==> config.mk <==
export PLATFORM = sky130hd
export DESIGN_NAME = blink_pattern_sequencer_flat
export DESIGN_NICKNAME = d
export VERILOG_FILES = /design/src/design/bps_pkg.sv /design/src/design/bps_if.sv /design/src/design/bps_ram.sv /design/src/design/bps_core.sv /design/src/design/blink_pattern_sequencer.sv /design/src/flat_wrapper.sv
export SDC_FILE = /design/constraint.sdc
export NUM_CORES = 1
export LEC_CHECK = 0
export BUFFER_PORTS_ARGS = -buffer_cell sky130_fd_sc_hd__buf_2
export CAP_MARGIN = 10
export CORE_MARGIN = 3
export CORE_UTILIZATION = 30
export CTS_CLUSTER_SIZE = 40
export DETAILED_ROUTE_END_ITERATION = 7
export PLACE_DENSITY = 0.44
export SYNTH_ARGS = -nofsm -noshare
export SYNTH_HDL_FRONTEND = slang
export SYNTH_SLANG_ARGS = --single-unit
export TNS_END_PERCENT = 50
==> constraint.sdc <==
create_clock -name clk -period 6.77 [get_ports clk]
set_input_delay 1.354 -clock clk [delete_from_list [all_inputs] [get_ports clk]]
set_output_delay 1.354 -clock clk [all_outputs]
set_load 0.005 [all_outputs]
==> src/design/bps_pkg.sv <==
// ----------------------------------------------------------------------------
// bps_pkg
// Shared types and codes for the blink pattern sequencer: command codes,
// timer modes and the packed command and result beats.
// ----------------------------------------------------------------------------
package bps_pkg;

    // Fixed field widths of the command and result beats
    localparam int FUNC_W     = 4;
    localparam int DUR_IN_W   = 16;
    localparam int STEP_IDX_W = 4;

    // Command codes carried in the func field
    typedef enum logic [FUNC_W-1:0] {
        FN_TICK         = 4'd0,
        FN_CLEAR        = 4'd1,
        FN_APPEND_TIMED = 4'd2,
        FN_APPEND_HOLD  = 4'd3,
        FN_MARK_LOOP    = 4'd4,
        FN_START        = 4'd5,
        FN_SET          = 4'd6,
        FN_TOGGLE       = 4'd7,
        FN_IMPULSE      = 4'd8
    } func_t;

    // Timer modes
    typedef enum logic [1:0] {
        MODE_IDLE    = 2'd0,
        MODE_PATTERN = 2'd1,
        MODE_IMPULSE = 2'd2
    } mode_t;

    // One command beat
    typedef struct packed {
        logic [FUNC_W-1:0]   func;
        logic [DUR_IN_W-1:0] duration;
        logic                level;
    } item_t;

    // One result beat
    typedef struct packed {
        logic                  out_level;
        logic                  running;
        logic [STEP_IDX_W-1:0] step_index;
        logic                  level_written;
        logic                  rejected;
    } result_t;

endpackage

==> src/design/bps_if.sv <==
// ----------------------------------------------------------------------------
// bps_if
// Valid/ready channels of the blink pattern sequencer: the command channel
// and the result channel.
// ----------------------------------------------------------------------------
interface bps_cmd_if import bps_pkg::*; ();

    logic                valid;
    logic                ready;
    logic [FUNC_W-1:0]   func;
    logic [DUR_IN_W-1:0] duration;
    logic                level;

    modport source (output valid, output func, output duration, output level,
                    input ready);
    modport sink   (input valid, input func, input duration, input level,
                    output ready);

endinterface

interface bps_rsp_if import bps_pkg::*; ();

    logic                  valid;
    logic                  ready;
    logic                  out_level;
    logic                  running;
    logic [STEP_IDX_W-1:0] step_index;
    logic                  level_written;
    logic                  rejected;

    modport source (output valid, output out_level, output running,
                    output step_index, output level_written, output rejected,
                    input ready);
    modport sink   (input valid, input out_level, input running,
                    input step_index, input level_written, input rejected,
                    output ready);

endinterface

==> src/design/bps_ram.sv <==
// ----------------------------------------------------------------------------
// bps_ram
// Generic single-port-write, single-port-read RAM with registered read data.
// ----------------------------------------------------------------------------
module bps_ram #(
    parameter  int WIDTH = 8,
    parameter  int DEPTH = 16,
    localparam int AW    = (DEPTH > 1) ? $clog2(DEPTH) : 1
) (
    input  logic             clk,
    input  logic             we,
    input  logic [AW-1:0]    waddr,
    input  logic [WIDTH-1:0] wdata,
    input  logic [AW-1:0]    raddr,
    output logic [WIDTH-1:0] rdata
);

    logic [WIDTH-1:0] mem [DEPTH];

    // Write on enable, read every cycle
    always_ff @(posedge clk)
    begin
        if (we)
        begin
            mem[waddr] <= wdata;
        end
        rdata <= mem[raddr];
    end

endmodule

==> src/design/bps_core.sv <==
// ----------------------------------------------------------------------------
// bps_core
// Sequencer state and next-state logic: step table bookkeeping, pattern and
// impulse timers, output level. The entry of the step that would follow the
// current one is prefetched through the registered table RAM read; entry zero is
// kept in a shadow register for start.
// ----------------------------------------------------------------------------
module bps_core import bps_pkg::*; #(
    parameter  int MAX_STEPS     = 16,
    parameter  int DURATION_BITS = 16,
    localparam int IDX_W         = $clog2(MAX_STEPS),
    localparam int CNT_W         = $clog2(MAX_STEPS + 1),
    localparam int ENT_W         = DURATION_BITS + 1
) (
    input  logic             clk,
    input  logic             rst_n,
    input  logic             cfg_we,
    input  logic             cfg_wdata,
    input  logic             fire,
    input  item_t            item,
    output result_t          result,
    output logic             mem_we,
    output logic [IDX_W-1:0] mem_waddr,
    output logic [ENT_W-1:0] mem_wdata,
    output logic [IDX_W-1:0] mem_raddr,
    input  logic [ENT_W-1:0] mem_rdata
);

    // State
    logic                     enabled_reg, enabled_next;
    logic [CNT_W-1:0]         count_reg, count_next;
    logic [CNT_W-1:0]         loop_reg, loop_next;
    logic                     marked_reg, marked_next;
    logic                     nal_reg, nal_next;
    logic                     out_reg, out_next;
    logic [IDX_W-1:0]         cur_reg, cur_next;
    logic [DURATION_BITS-1:0] rem_reg, rem_next;
    mode_t                    mode_reg, mode_next;
    logic                     first_level_reg, first_level_next;
    logic [DURATION_BITS-1:0] first_dur_reg, first_dur_next;

    // Working values
    logic [CNT_W-1:0]         adv_step;
    logic                     adv_ok;
    logic                     pattern_on;
    logic                     table_full;
    logic [DURATION_BITS-1:0] rem_dec;
    logic [DURATION_BITS-1:0] dur_in;
    logic                     pf_level;
    logic [DURATION_BITS-1:0] pf_dur;
    logic                     wrote;
    logic                     rej;

    // Step after cur, wrapping to the loop mark past the last step
    function automatic logic [CNT_W-1:0] next_step(
        input logic [IDX_W-1:0] cur,
        input logic [CNT_W-1:0] cnt,
        input logic [CNT_W-1:0] lp,
        input logic             mk
    );
        logic [CNT_W-1:0] n;
        n = CNT_W'(cur) + CNT_W'(1);
        if ((n == cnt) && mk && (lp < cnt))
        begin
            n = lp;
        end
        return n;
    endfunction

    // Zero length plays as one tick
    function automatic logic [DURATION_BITS-1:0] clip(
        input logic [DURATION_BITS-1:0] d
    );
        return (d == '0) ? DURATION_BITS'(1) : d;
    endfunction

    assign pf_level = mem_rdata[ENT_W-1];
    assign pf_dur   = mem_rdata[DURATION_BITS-1:0];

    // Next state and result
    always_comb
    begin
        enabled_next     = cfg_we ? cfg_wdata : enabled_reg;
        count_next       = count_reg;
        loop_next        = loop_reg;
        marked_next      = marked_reg;
        nal_next         = nal_reg;
        out_next         = out_reg;
        cur_next         = cur_reg;
        rem_next         = rem_reg;
        mode_next        = mode_reg;
        first_level_next = first_level_reg;
        first_dur_next   = first_dur_reg;
        wrote            = 1'b0;
        rej              = 1'b0;
        mem_we           = 1'b0;
        mem_waddr        = IDX_W'(count_reg);
        mem_wdata        = '0;

        adv_step   = next_step(cur_reg, count_reg, loop_reg, marked_reg);
        adv_ok     = adv_step < count_reg;
        pattern_on = (mode_reg == MODE_PATTERN);
        table_full = (count_reg == CNT_W'(MAX_STEPS));
        rem_dec    = (rem_reg != '0) ? rem_reg - DURATION_BITS'(1) : rem_reg;
        dur_in     = DURATION_BITS'(item.duration);

        if (fire)
        begin
            unique case (item.func)
                FN_TICK:
                begin
                    if (mode_reg != MODE_IDLE)
                    begin
                        rem_next = rem_dec;
                        if (rem_dec == '0)
                        begin
                            if (mode_reg == MODE_IMPULSE)
                            begin
                                // Impulse over: drive low if enabled
                                mode_next = MODE_IDLE;
                                if (enabled_reg)
                                begin
                                    out_next = 1'b0;
                                    wrote    = 1'b1;
                                end
                            end
                            else if (adv_ok)
                            begin
                                // Advance to the prefetched step
                                cur_next  = IDX_W'(adv_step);
                                mode_next = MODE_PATTERN;
                                rem_next  = clip(pf_dur);
                                if (enabled_reg)
                                begin
                                    out_next = pf_level;
                                    wrote    = 1'b1;
                                end
                            end
                            else
                            begin
                                mode_next = MODE_IDLE;
                            end
                        end
                    end
                end
                FN_CLEAR:
                begin
                    count_next  = '0;
                    loop_next   = '0;
                    marked_next = 1'b0;
                    nal_next    = 1'b1;
                    mode_next   = MODE_IDLE;
                end
                FN_APPEND_TIMED, FN_APPEND_HOLD:
                begin
                    if (pattern_on || table_full)
                    begin
                        rej = 1'b1;
                    end
                    else
                    begin
                        mem_we = 1'b1;
                        if (item.func == FN_APPEND_TIMED)
                        begin
                            mem_wdata = {nal_reg, dur_in};
                            nal_next  = ~nal_reg;
                        end
                        else
                        begin
                            mem_wdata = {out_reg, {DURATION_BITS{1'b0}}};
                        end
                        // Shadow entry zero for start
                        if (count_reg == '0)
                        begin
                            first_level_next = mem_wdata[ENT_W-1];
                            first_dur_next   = mem_wdata[DURATION_BITS-1:0];
                        end
                        count_next = count_reg + CNT_W'(1);
                    end
                end
                FN_MARK_LOOP:
                begin
                    if (pattern_on || table_full)
                    begin
                        rej = 1'b1;
                    end
                    else if (!marked_reg)
                    begin
                        marked_next = 1'b1;
                        loop_next   = count_reg;
                    end
                end
                FN_START:
                begin
                    mode_next = MODE_IDLE;
                    cur_next  = '0;
                    if (count_reg != '0)
                    begin
                        mode_next = MODE_PATTERN;
                        rem_next  = clip(first_dur_reg);
                        if (enabled_reg)
                        begin
                            out_next = first_level_reg;
                            wrote    = 1'b1;
                        end
                    end
                end
                FN_SET, FN_TOGGLE:
                begin
                    mode_next = MODE_IDLE;
                    if (enabled_reg)
                    begin
                        out_next = (item.func == FN_SET) ? item.level : ~out_reg;
                        wrote    = 1'b1;
                    end
                end
                FN_IMPULSE:
                begin
                    mode_next = MODE_IMPULSE;
                    rem_next  = clip(dur_in);
                    if (enabled_reg)
                    begin
                        out_next = 1'b1;
                        wrote    = 1'b1;
                    end
                end
                default:
                begin
                end
            endcase
        end

        // Prefetch the entry that would follow the next state's step
        mem_raddr = IDX_W'(next_step(cur_next, count_next, loop_next, marked_next));

        result.out_level     = out_next;
        result.running       = (mode_next != MODE_IDLE);
        result.step_index    = STEP_IDX_W'(cur_next);
        result.level_written = wrote;
        result.rejected      = rej;
    end

    // Control state
    always_ff @(posedge clk or negedge rst_n)
    begin
        if (!rst_n)
        begin
            enabled_reg <= 1'b1;
            count_reg   <= '0;
            loop_reg    <= '0;
            marked_reg  <= 1'b0;
            nal_reg     <= 1'b1;
            out_reg     <= 1'b0;
            cur_reg     <= '0;
            rem_reg     <= '0;
            mode_reg    <= MODE_IDLE;
        end
        else
        begin
            enabled_reg <= enabled_next;
            count_reg   <= count_next;
            loop_reg    <= loop_next;
            marked_reg  <= marked_next;
            nal_reg     <= nal_next;
            out_reg     <= out_next;
            cur_reg     <= cur_next;
            rem_reg     <= rem_next;
            mode_reg    <= mode_next;
        end
    end

    // Shadow of table entry zero
    always_ff @(posedge clk)
    begin
        first_level_reg <= first_level_next;
        first_dur_reg   <= first_dur_next;
    end

endmodule

==> src/design/blink_pattern_sequencer.sv <==
// ----------------------------------------------------------------------------
// blink_pattern_sequencer
// Drives one boolean level from a table of timed pattern steps or from a
// single impulse; commands and millisecond ticks arrive as command beats.
// ----------------------------------------------------------------------------
// Path: an accepted command beat goes to the input register, its result
//   then to the result register; a stalled result side holds both.
// Throughput: one beat per cycle unless the result side stalls; the
//   next entry is prefetched from the step table RAM, ready for a tick.
// Reset: asynchronous, active low; table empty, level low, timers idle,
//   enabled set. Table entries are not cleared.
module blink_pattern_sequencer import bps_pkg::*; #(
    parameter int MAX_STEPS     = 16,
    parameter int DURATION_BITS = 16
) (
    input  logic      clk,
    input  logic      rst_n,
    input  logic      cfg_we,
    input  logic      cfg_wdata,
    bps_cmd_if.sink   cmd,
    bps_rsp_if.source rsp
);

    localparam int IDX_W = $clog2(MAX_STEPS);
    localparam int ENT_W = DURATION_BITS + 1;

    logic             s1_valid_reg;
    item_t            s1_item_reg;
    logic             rsp_valid_reg;
    result_t          rsp_data_reg;
    logic             adv;
    logic             fire;
    result_t          core_result;
    logic             mem_we;
    logic [IDX_W-1:0] mem_waddr;
    logic [ENT_W-1:0] mem_wdata;
    logic [IDX_W-1:0] mem_raddr;
    logic [ENT_W-1:0] mem_rdata;

    // Handshake: move the input beat on when the result slot is free
    assign adv       = !rsp_valid_reg || rsp.ready;
    assign fire      = s1_valid_reg && adv;
    assign cmd.ready = !s1_valid_reg || adv;

    // Input register
    always_ff @(posedge clk or negedge rst_n)
    begin
        if (!rst_n)
        begin
            s1_valid_reg <= 1'b0;
        end
        else if (cmd.ready)
        begin
            s1_valid_reg <= cmd.valid;
        end
    end

    always_ff @(posedge clk)
    begin
        if (cmd.valid && cmd.ready)
        begin
            s1_item_reg.func     <= cmd.func;
            s1_item_reg.duration <= cmd.duration;
            s1_item_reg.level    <= cmd.level;
        end
    end

    // Result register
    always_ff @(posedge clk or negedge rst_n)
    begin
        if (!rst_n)
        begin
            rsp_valid_reg <= 1'b0;
        end
        else if (adv)
        begin
            rsp_valid_reg <= s1_valid_reg;
        end
    end

    always_ff @(posedge clk)
    begin
        if (fire)
        begin
            rsp_data_reg <= core_result;
        end
    end

    assign rsp.valid         = rsp_valid_reg;
    assign rsp.out_level     = rsp_data_reg.out_level;
    assign rsp.running       = rsp_data_reg.running;
    assign rsp.step_index    = rsp_data_reg.step_index;
    assign rsp.level_written = rsp_data_reg.level_written;
    assign rsp.rejected      = rsp_data_reg.rejected;

    bps_core #(
        .MAX_STEPS     (MAX_STEPS),
        .DURATION_BITS (DURATION_BITS)
    ) u_core (
        .clk       (clk),
        .rst_n     (rst_n),
        .cfg_we    (cfg_we),
        .cfg_wdata (cfg_wdata),
        .fire      (fire),
        .item      (s1_item_reg),
        .result    (core_result),
        .mem_we    (mem_we),
        .mem_waddr (mem_waddr),
        .mem_wdata (mem_wdata),
        .mem_raddr (mem_raddr),
        .mem_rdata (mem_rdata)
    );

    bps_ram #(
        .WIDTH (ENT_W),
        .DEPTH (MAX_STEPS)
    ) u_table (
        .clk   (clk),
        .we    (mem_we),
        .waddr (mem_waddr),
        .wdata (mem_wdata),
        .raddr (mem_raddr),
        .rdata (mem_rdata)
    );

endmodule

==> src/flat_wrapper.sv <==
// flat-port wrapper written by rule: the top's interface ports become plain ports
module blink_pattern_sequencer_flat import bps_pkg::*;
#(
    parameter int MAX_STEPS     = 16,
    parameter int DURATION_BITS = 16
)
  (clk, rst_n, cfg_we, cfg_wdata, cmd_valid, cmd_func, cmd_duration, cmd_level, cmd_ready, rsp_valid, rsp_out_level, rsp_running, rsp_step_index, rsp_level_written, rsp_rejected, rsp_ready);
  bps_cmd_if cmd_i ();
  bps_rsp_if rsp_i ();
  input  logic clk;
  input  logic rst_n;
  input  logic cfg_we;
  input  logic cfg_wdata;
  input wire logic [$bits(cmd_i.valid)-1:0] cmd_valid;
  input wire logic [$bits(cmd_i.func)-1:0] cmd_func;
  input wire logic [$bits(cmd_i.duration)-1:0] cmd_duration;
  input wire logic [$bits(cmd_i.level)-1:0] cmd_level;
  output wire logic [$bits(cmd_i.ready)-1:0] cmd_ready;
  output wire logic [$bits(rsp_i.valid)-1:0] rsp_valid;
  output wire logic [$bits(rsp_i.out_level)-1:0] rsp_out_level;
  output wire logic [$bits(rsp_i.running)-1:0] rsp_running;
  output wire logic [$bits(rsp_i.step_index)-1:0] rsp_step_index;
  output wire logic [$bits(rsp_i.level_written)-1:0] rsp_level_written;
  output wire logic [$bits(rsp_i.rejected)-1:0] rsp_rejected;
  input wire logic [$bits(rsp_i.ready)-1:0] rsp_ready;
  assign cmd_i.valid = cmd_valid;
  assign cmd_i.func = cmd_func;
  assign cmd_i.duration = cmd_duration;
  assign cmd_i.level = cmd_level;
  assign cmd_ready = cmd_i.ready;
  assign rsp_valid = rsp_i.valid;
  assign rsp_out_level = rsp_i.out_level;
  assign rsp_running = rsp_i.running;
  assign rsp_step_index = rsp_i.step_index;
  assign rsp_level_written = rsp_i.level_written;
  assign rsp_rejected = rsp_i.rejected;
  assign rsp_i.ready = rsp_ready;
  blink_pattern_sequencer #(.MAX_STEPS(MAX_STEPS), .DURATION_BITS(DURATION_BITS)) u_core (.clk(clk), .rst_n(rst_n), .cfg_we(cfg_we), .cfg_wdata(cfg_wdata), .cmd(cmd_i), .rsp(rsp_i));
endmodule
==> run metrics <==
first-pass GRT wire length=76,230 microns; max-slew violations=0; vias per inst=5.313; Critical R2R Capture=u_core.u_table.rdata[16]; Die H=243.0 microns; Area growth, synth to finish=21.74%; worst-skew pair later-pin latency=0.59 ns; first drt pass iteration count=6; clk slew on worst S/H paths=0.06 ns; area share of the largest cell type after synthesis=0.5666; hpwl dp=32,570 microns; most frequent cells in the layout=edfxtp_1, nand2_1, o21ai_0; initial antenna violation count=0; Slew @ Worst Pin=1.134 ns; GP Congestion=0.7838; PD cells=289.9 mW/mm^2; Slew headroom=0.2441; worst hold path class=register to register; register bit total from synthesis=373; Flop pwr share=0.456; via count of the first global-routing pass=11,512; Worst R2R Setup Slack=0.31 ns; Core Region=0.05531 sq mm; antenna diode count=0; CTS Hold Bufs=0; Setup crit end kind=register; synthesized area=0.01685 sq mm; sw power=0.001662 W; Int Pwr=0.004286 W; # nets final=1,496; RSZ-0062 raised after global routing=no; slowest stage delay, CP=0.62 ns; DRC errors left=0; final hold slack=0.5136 ns; cell count of the worst reg-to-reg path=28; area leader, netlist=edfxtp_1; share of post-route cells with drive strength above 1=0.1977; CTS tree=yes; leakage power=6.990 nW; Clock Power Share=0.389; Final Util=0.3710; Final Hold Fails=0; Worst Setup Path Type=register to register; status=completed; Routed Wire Length=53,590 microns; chip width=243.0 microns; # IOs=37; cell count after synthesis=1,337; die area=0.05906 sq mm; Max Fanout on Critical Path=15; final setup violation count=0; fmax=154.8 MHz; crit path launch type=register; initial detailed-routing violation count=941; crit path to=u_core.u_table.rdata[16]; Routed WL per cell=24.03 microns; CTS sink cnt=373; Inserted Clock Buffers=42; grt total ovfl=0; root buffer cell=clkbuf_16; ranking of synthesized cells by area=edfxtp_1, dfrtp_1, o21ai_0; pin count of the biggest net entering global routing=58; clk buf depth=3; number of flip-flops in the largest register=272; Worst Min Path Start=u_core.u_core.rem_reg[10]; peak supply drop=0.1687 mV; fin crit share=0.9542; Setup crit start=u_core.u_core.cur_reg[0]; FP Rows=86; ys flop type=edfxtp_1; final-layout fill cell count=5,419; CP max-delay cell=or4b_2; combinational power share=0.154; Cell variety after synth=85; Async SR Flop Fraction=0.1019; CP required=7.28 ns; post-synthesis net count=1,383; Seq/Total Area, Yosys=0.6433; RR Startpoint=u_core.u_core.cur_reg[0]; Max Cap Viol=0; warnings from Yosys=0; Initial Util=0.3047; Routed Antenna Nets=0; min Tclk post-route=6.460 ns; switching share of power=0.2794; Layout Skew=0.01916 ns; Vias=11,847; number of synthesized flops with an enable pin=318; CTS H-tree lvls=2; commonest non-fill, non-tap cell in the layout=edfxtp_1; CP Data Arrival Time=6.97 ns; I/O Buffers=36; mean post-synth cell area=12.61 sq um; Total GRT Usage=0.1704
timing repair:
action | in CTS | in global routing
setup buffers | 0 | 29
pin swaps | 1 | 25
gates cloned | 1 | 11
resized for setup | 4 | 64
setup endpoints to repair | 17 | 17
through the flow:
| step | setup slack (ns) | setup TNS [ns] | cells | total power, W | cell area (sq um) |
|---|---|---|---|---|---|
| 6_report | 0.3104 | 0 | 2230 | 0.005948 | 20520 |
| 5_1_grt | 0.01954 | 0 | 2230 | 0.006209 | 20520 |
| 4_1_cts | -0.008958 | -0.01661 | 2190 | 0.005971 | 19750 |
| 3_5_place_dp | -0.3522 | -2.520 | 2113 | 0.003641 | 18350 |
| 3_3_place_gp | -0.2432 | -0.9662 | 2113 | 0.003645 | 18350 |
| 2_1_floorplan | 0.2001 | 0 | 1337 | 0.003295 | 16850 |
how the worst min path moves through the flow:
stage,to,slack (ns),cells past startpoint
after CTS,u_core.u_core.rem_reg[10],0.53,2
final,u_core.u_core.rem_reg[10],0.51,2
after detailed placement,u_core.u_core.rem_reg[10],0.51,2
after floorplan,u_core.u_core.rem_reg[10],0.46,2
after global placement,u_core.u_core.rem_reg[10],0.51,2
after global routing,u_core.u_core.rem_reg[10],0.57,2
per-layer routing:
metal / GRT usage / part of all wire
met1: 0.2417 / 0.48
met2: 0.2708 / 0.46
met3: 0.02519 / 0.041
met4: 0.05026 / 0.023
met5: 0 / 0
cell usage after synthesis (7+ instances only):
master and number:
nor4_1 16, a32oi_1 35, o31ai_1 7, o31a_1 18, a221o_1 32, buf_2 20
nand2b_1 8, ha_1 19, a221oi_1 12, nor2_1 51, xnor2_1 7, o211ai_1 19
a21oi_1 76, inv_1 36, a22o_1 10, nor2b_1 8, nand2_1 103, o21ai_0 102
a211oi_1 20, o21ai_1 7, nor3_1 27, and3_1 7, a21o_1 7, edfxtp_1 318
dfxtp_1 17, nand3_1 73, clkbuf_1 58, dfrtp_1 36, and2_1 39, mux2i_1 36
nand4_1 7
power groups by stage:
stage / clock network, W / registers (W) / logic (W)
finish: 0.00232 / 0.00271 / 0.000916
CTS: 0.00237 / 0.00271 / 0.000889
floorplan: 0 / 0.00269 / 0.000600
global placement: 0 / 0.00276 / 0.000888
detailed placement: 0 / 0.00276 / 0.000883
global route: 0.00247 / 0.00273 / 0.00101
logic make-up (layout without fill, tap and decap cells):
| logic type | after synthesis | count (layout) | synth area share |
|---|---|---|---|
| AOI/OAI and AO/OA | 384 | 385 | 0.1585 |
| and+or+nand+nor | 377 | 380 | 0.1145 |
| DFF | 373 | 373 | 0.6433 |
| buffers and inverters | 125 | 266 | 0.03311 |
| muxes | 43 | 43 | 0.02643 |
| adders and majority gates | 19 | 19 | 0.01410 |
| xor gates and xnor gates | 16 | 16 | 0.01002 |
area by class of cell:
cell class | count | area, sq um | share of cell area
Timing Repair Buffer | 154 | 1446 | 0.07049
Multi-Input combinational cell | 843 | 5779 | 0.2817
Clock buffer | 58 | 1151 | 0.05610
Tap cell | 748 | 935.9 | 0.04561
Clock inverter | 18 | 227.7 | 0.01110
Sequential cell | 373 | 10840 | 0.5284
Inverter | 36 | 135.1 | 0.006586
critical path: cells and delay by family, from the launching register on:
kind | cells | cell delay [ns]
buffers and inverters | 3 | 0.46
multiplexers | 1 | 0.33
flip-flops | 1 | 0.42
adder cells (fa/ha/maj) | 3 | 0.58
AND/OR/NAND/NOR | 12 | 2.66
AO/OA/AOI/OAI | 9 | 1.93
No activity file was read; power rests on OpenSTA's default activity.
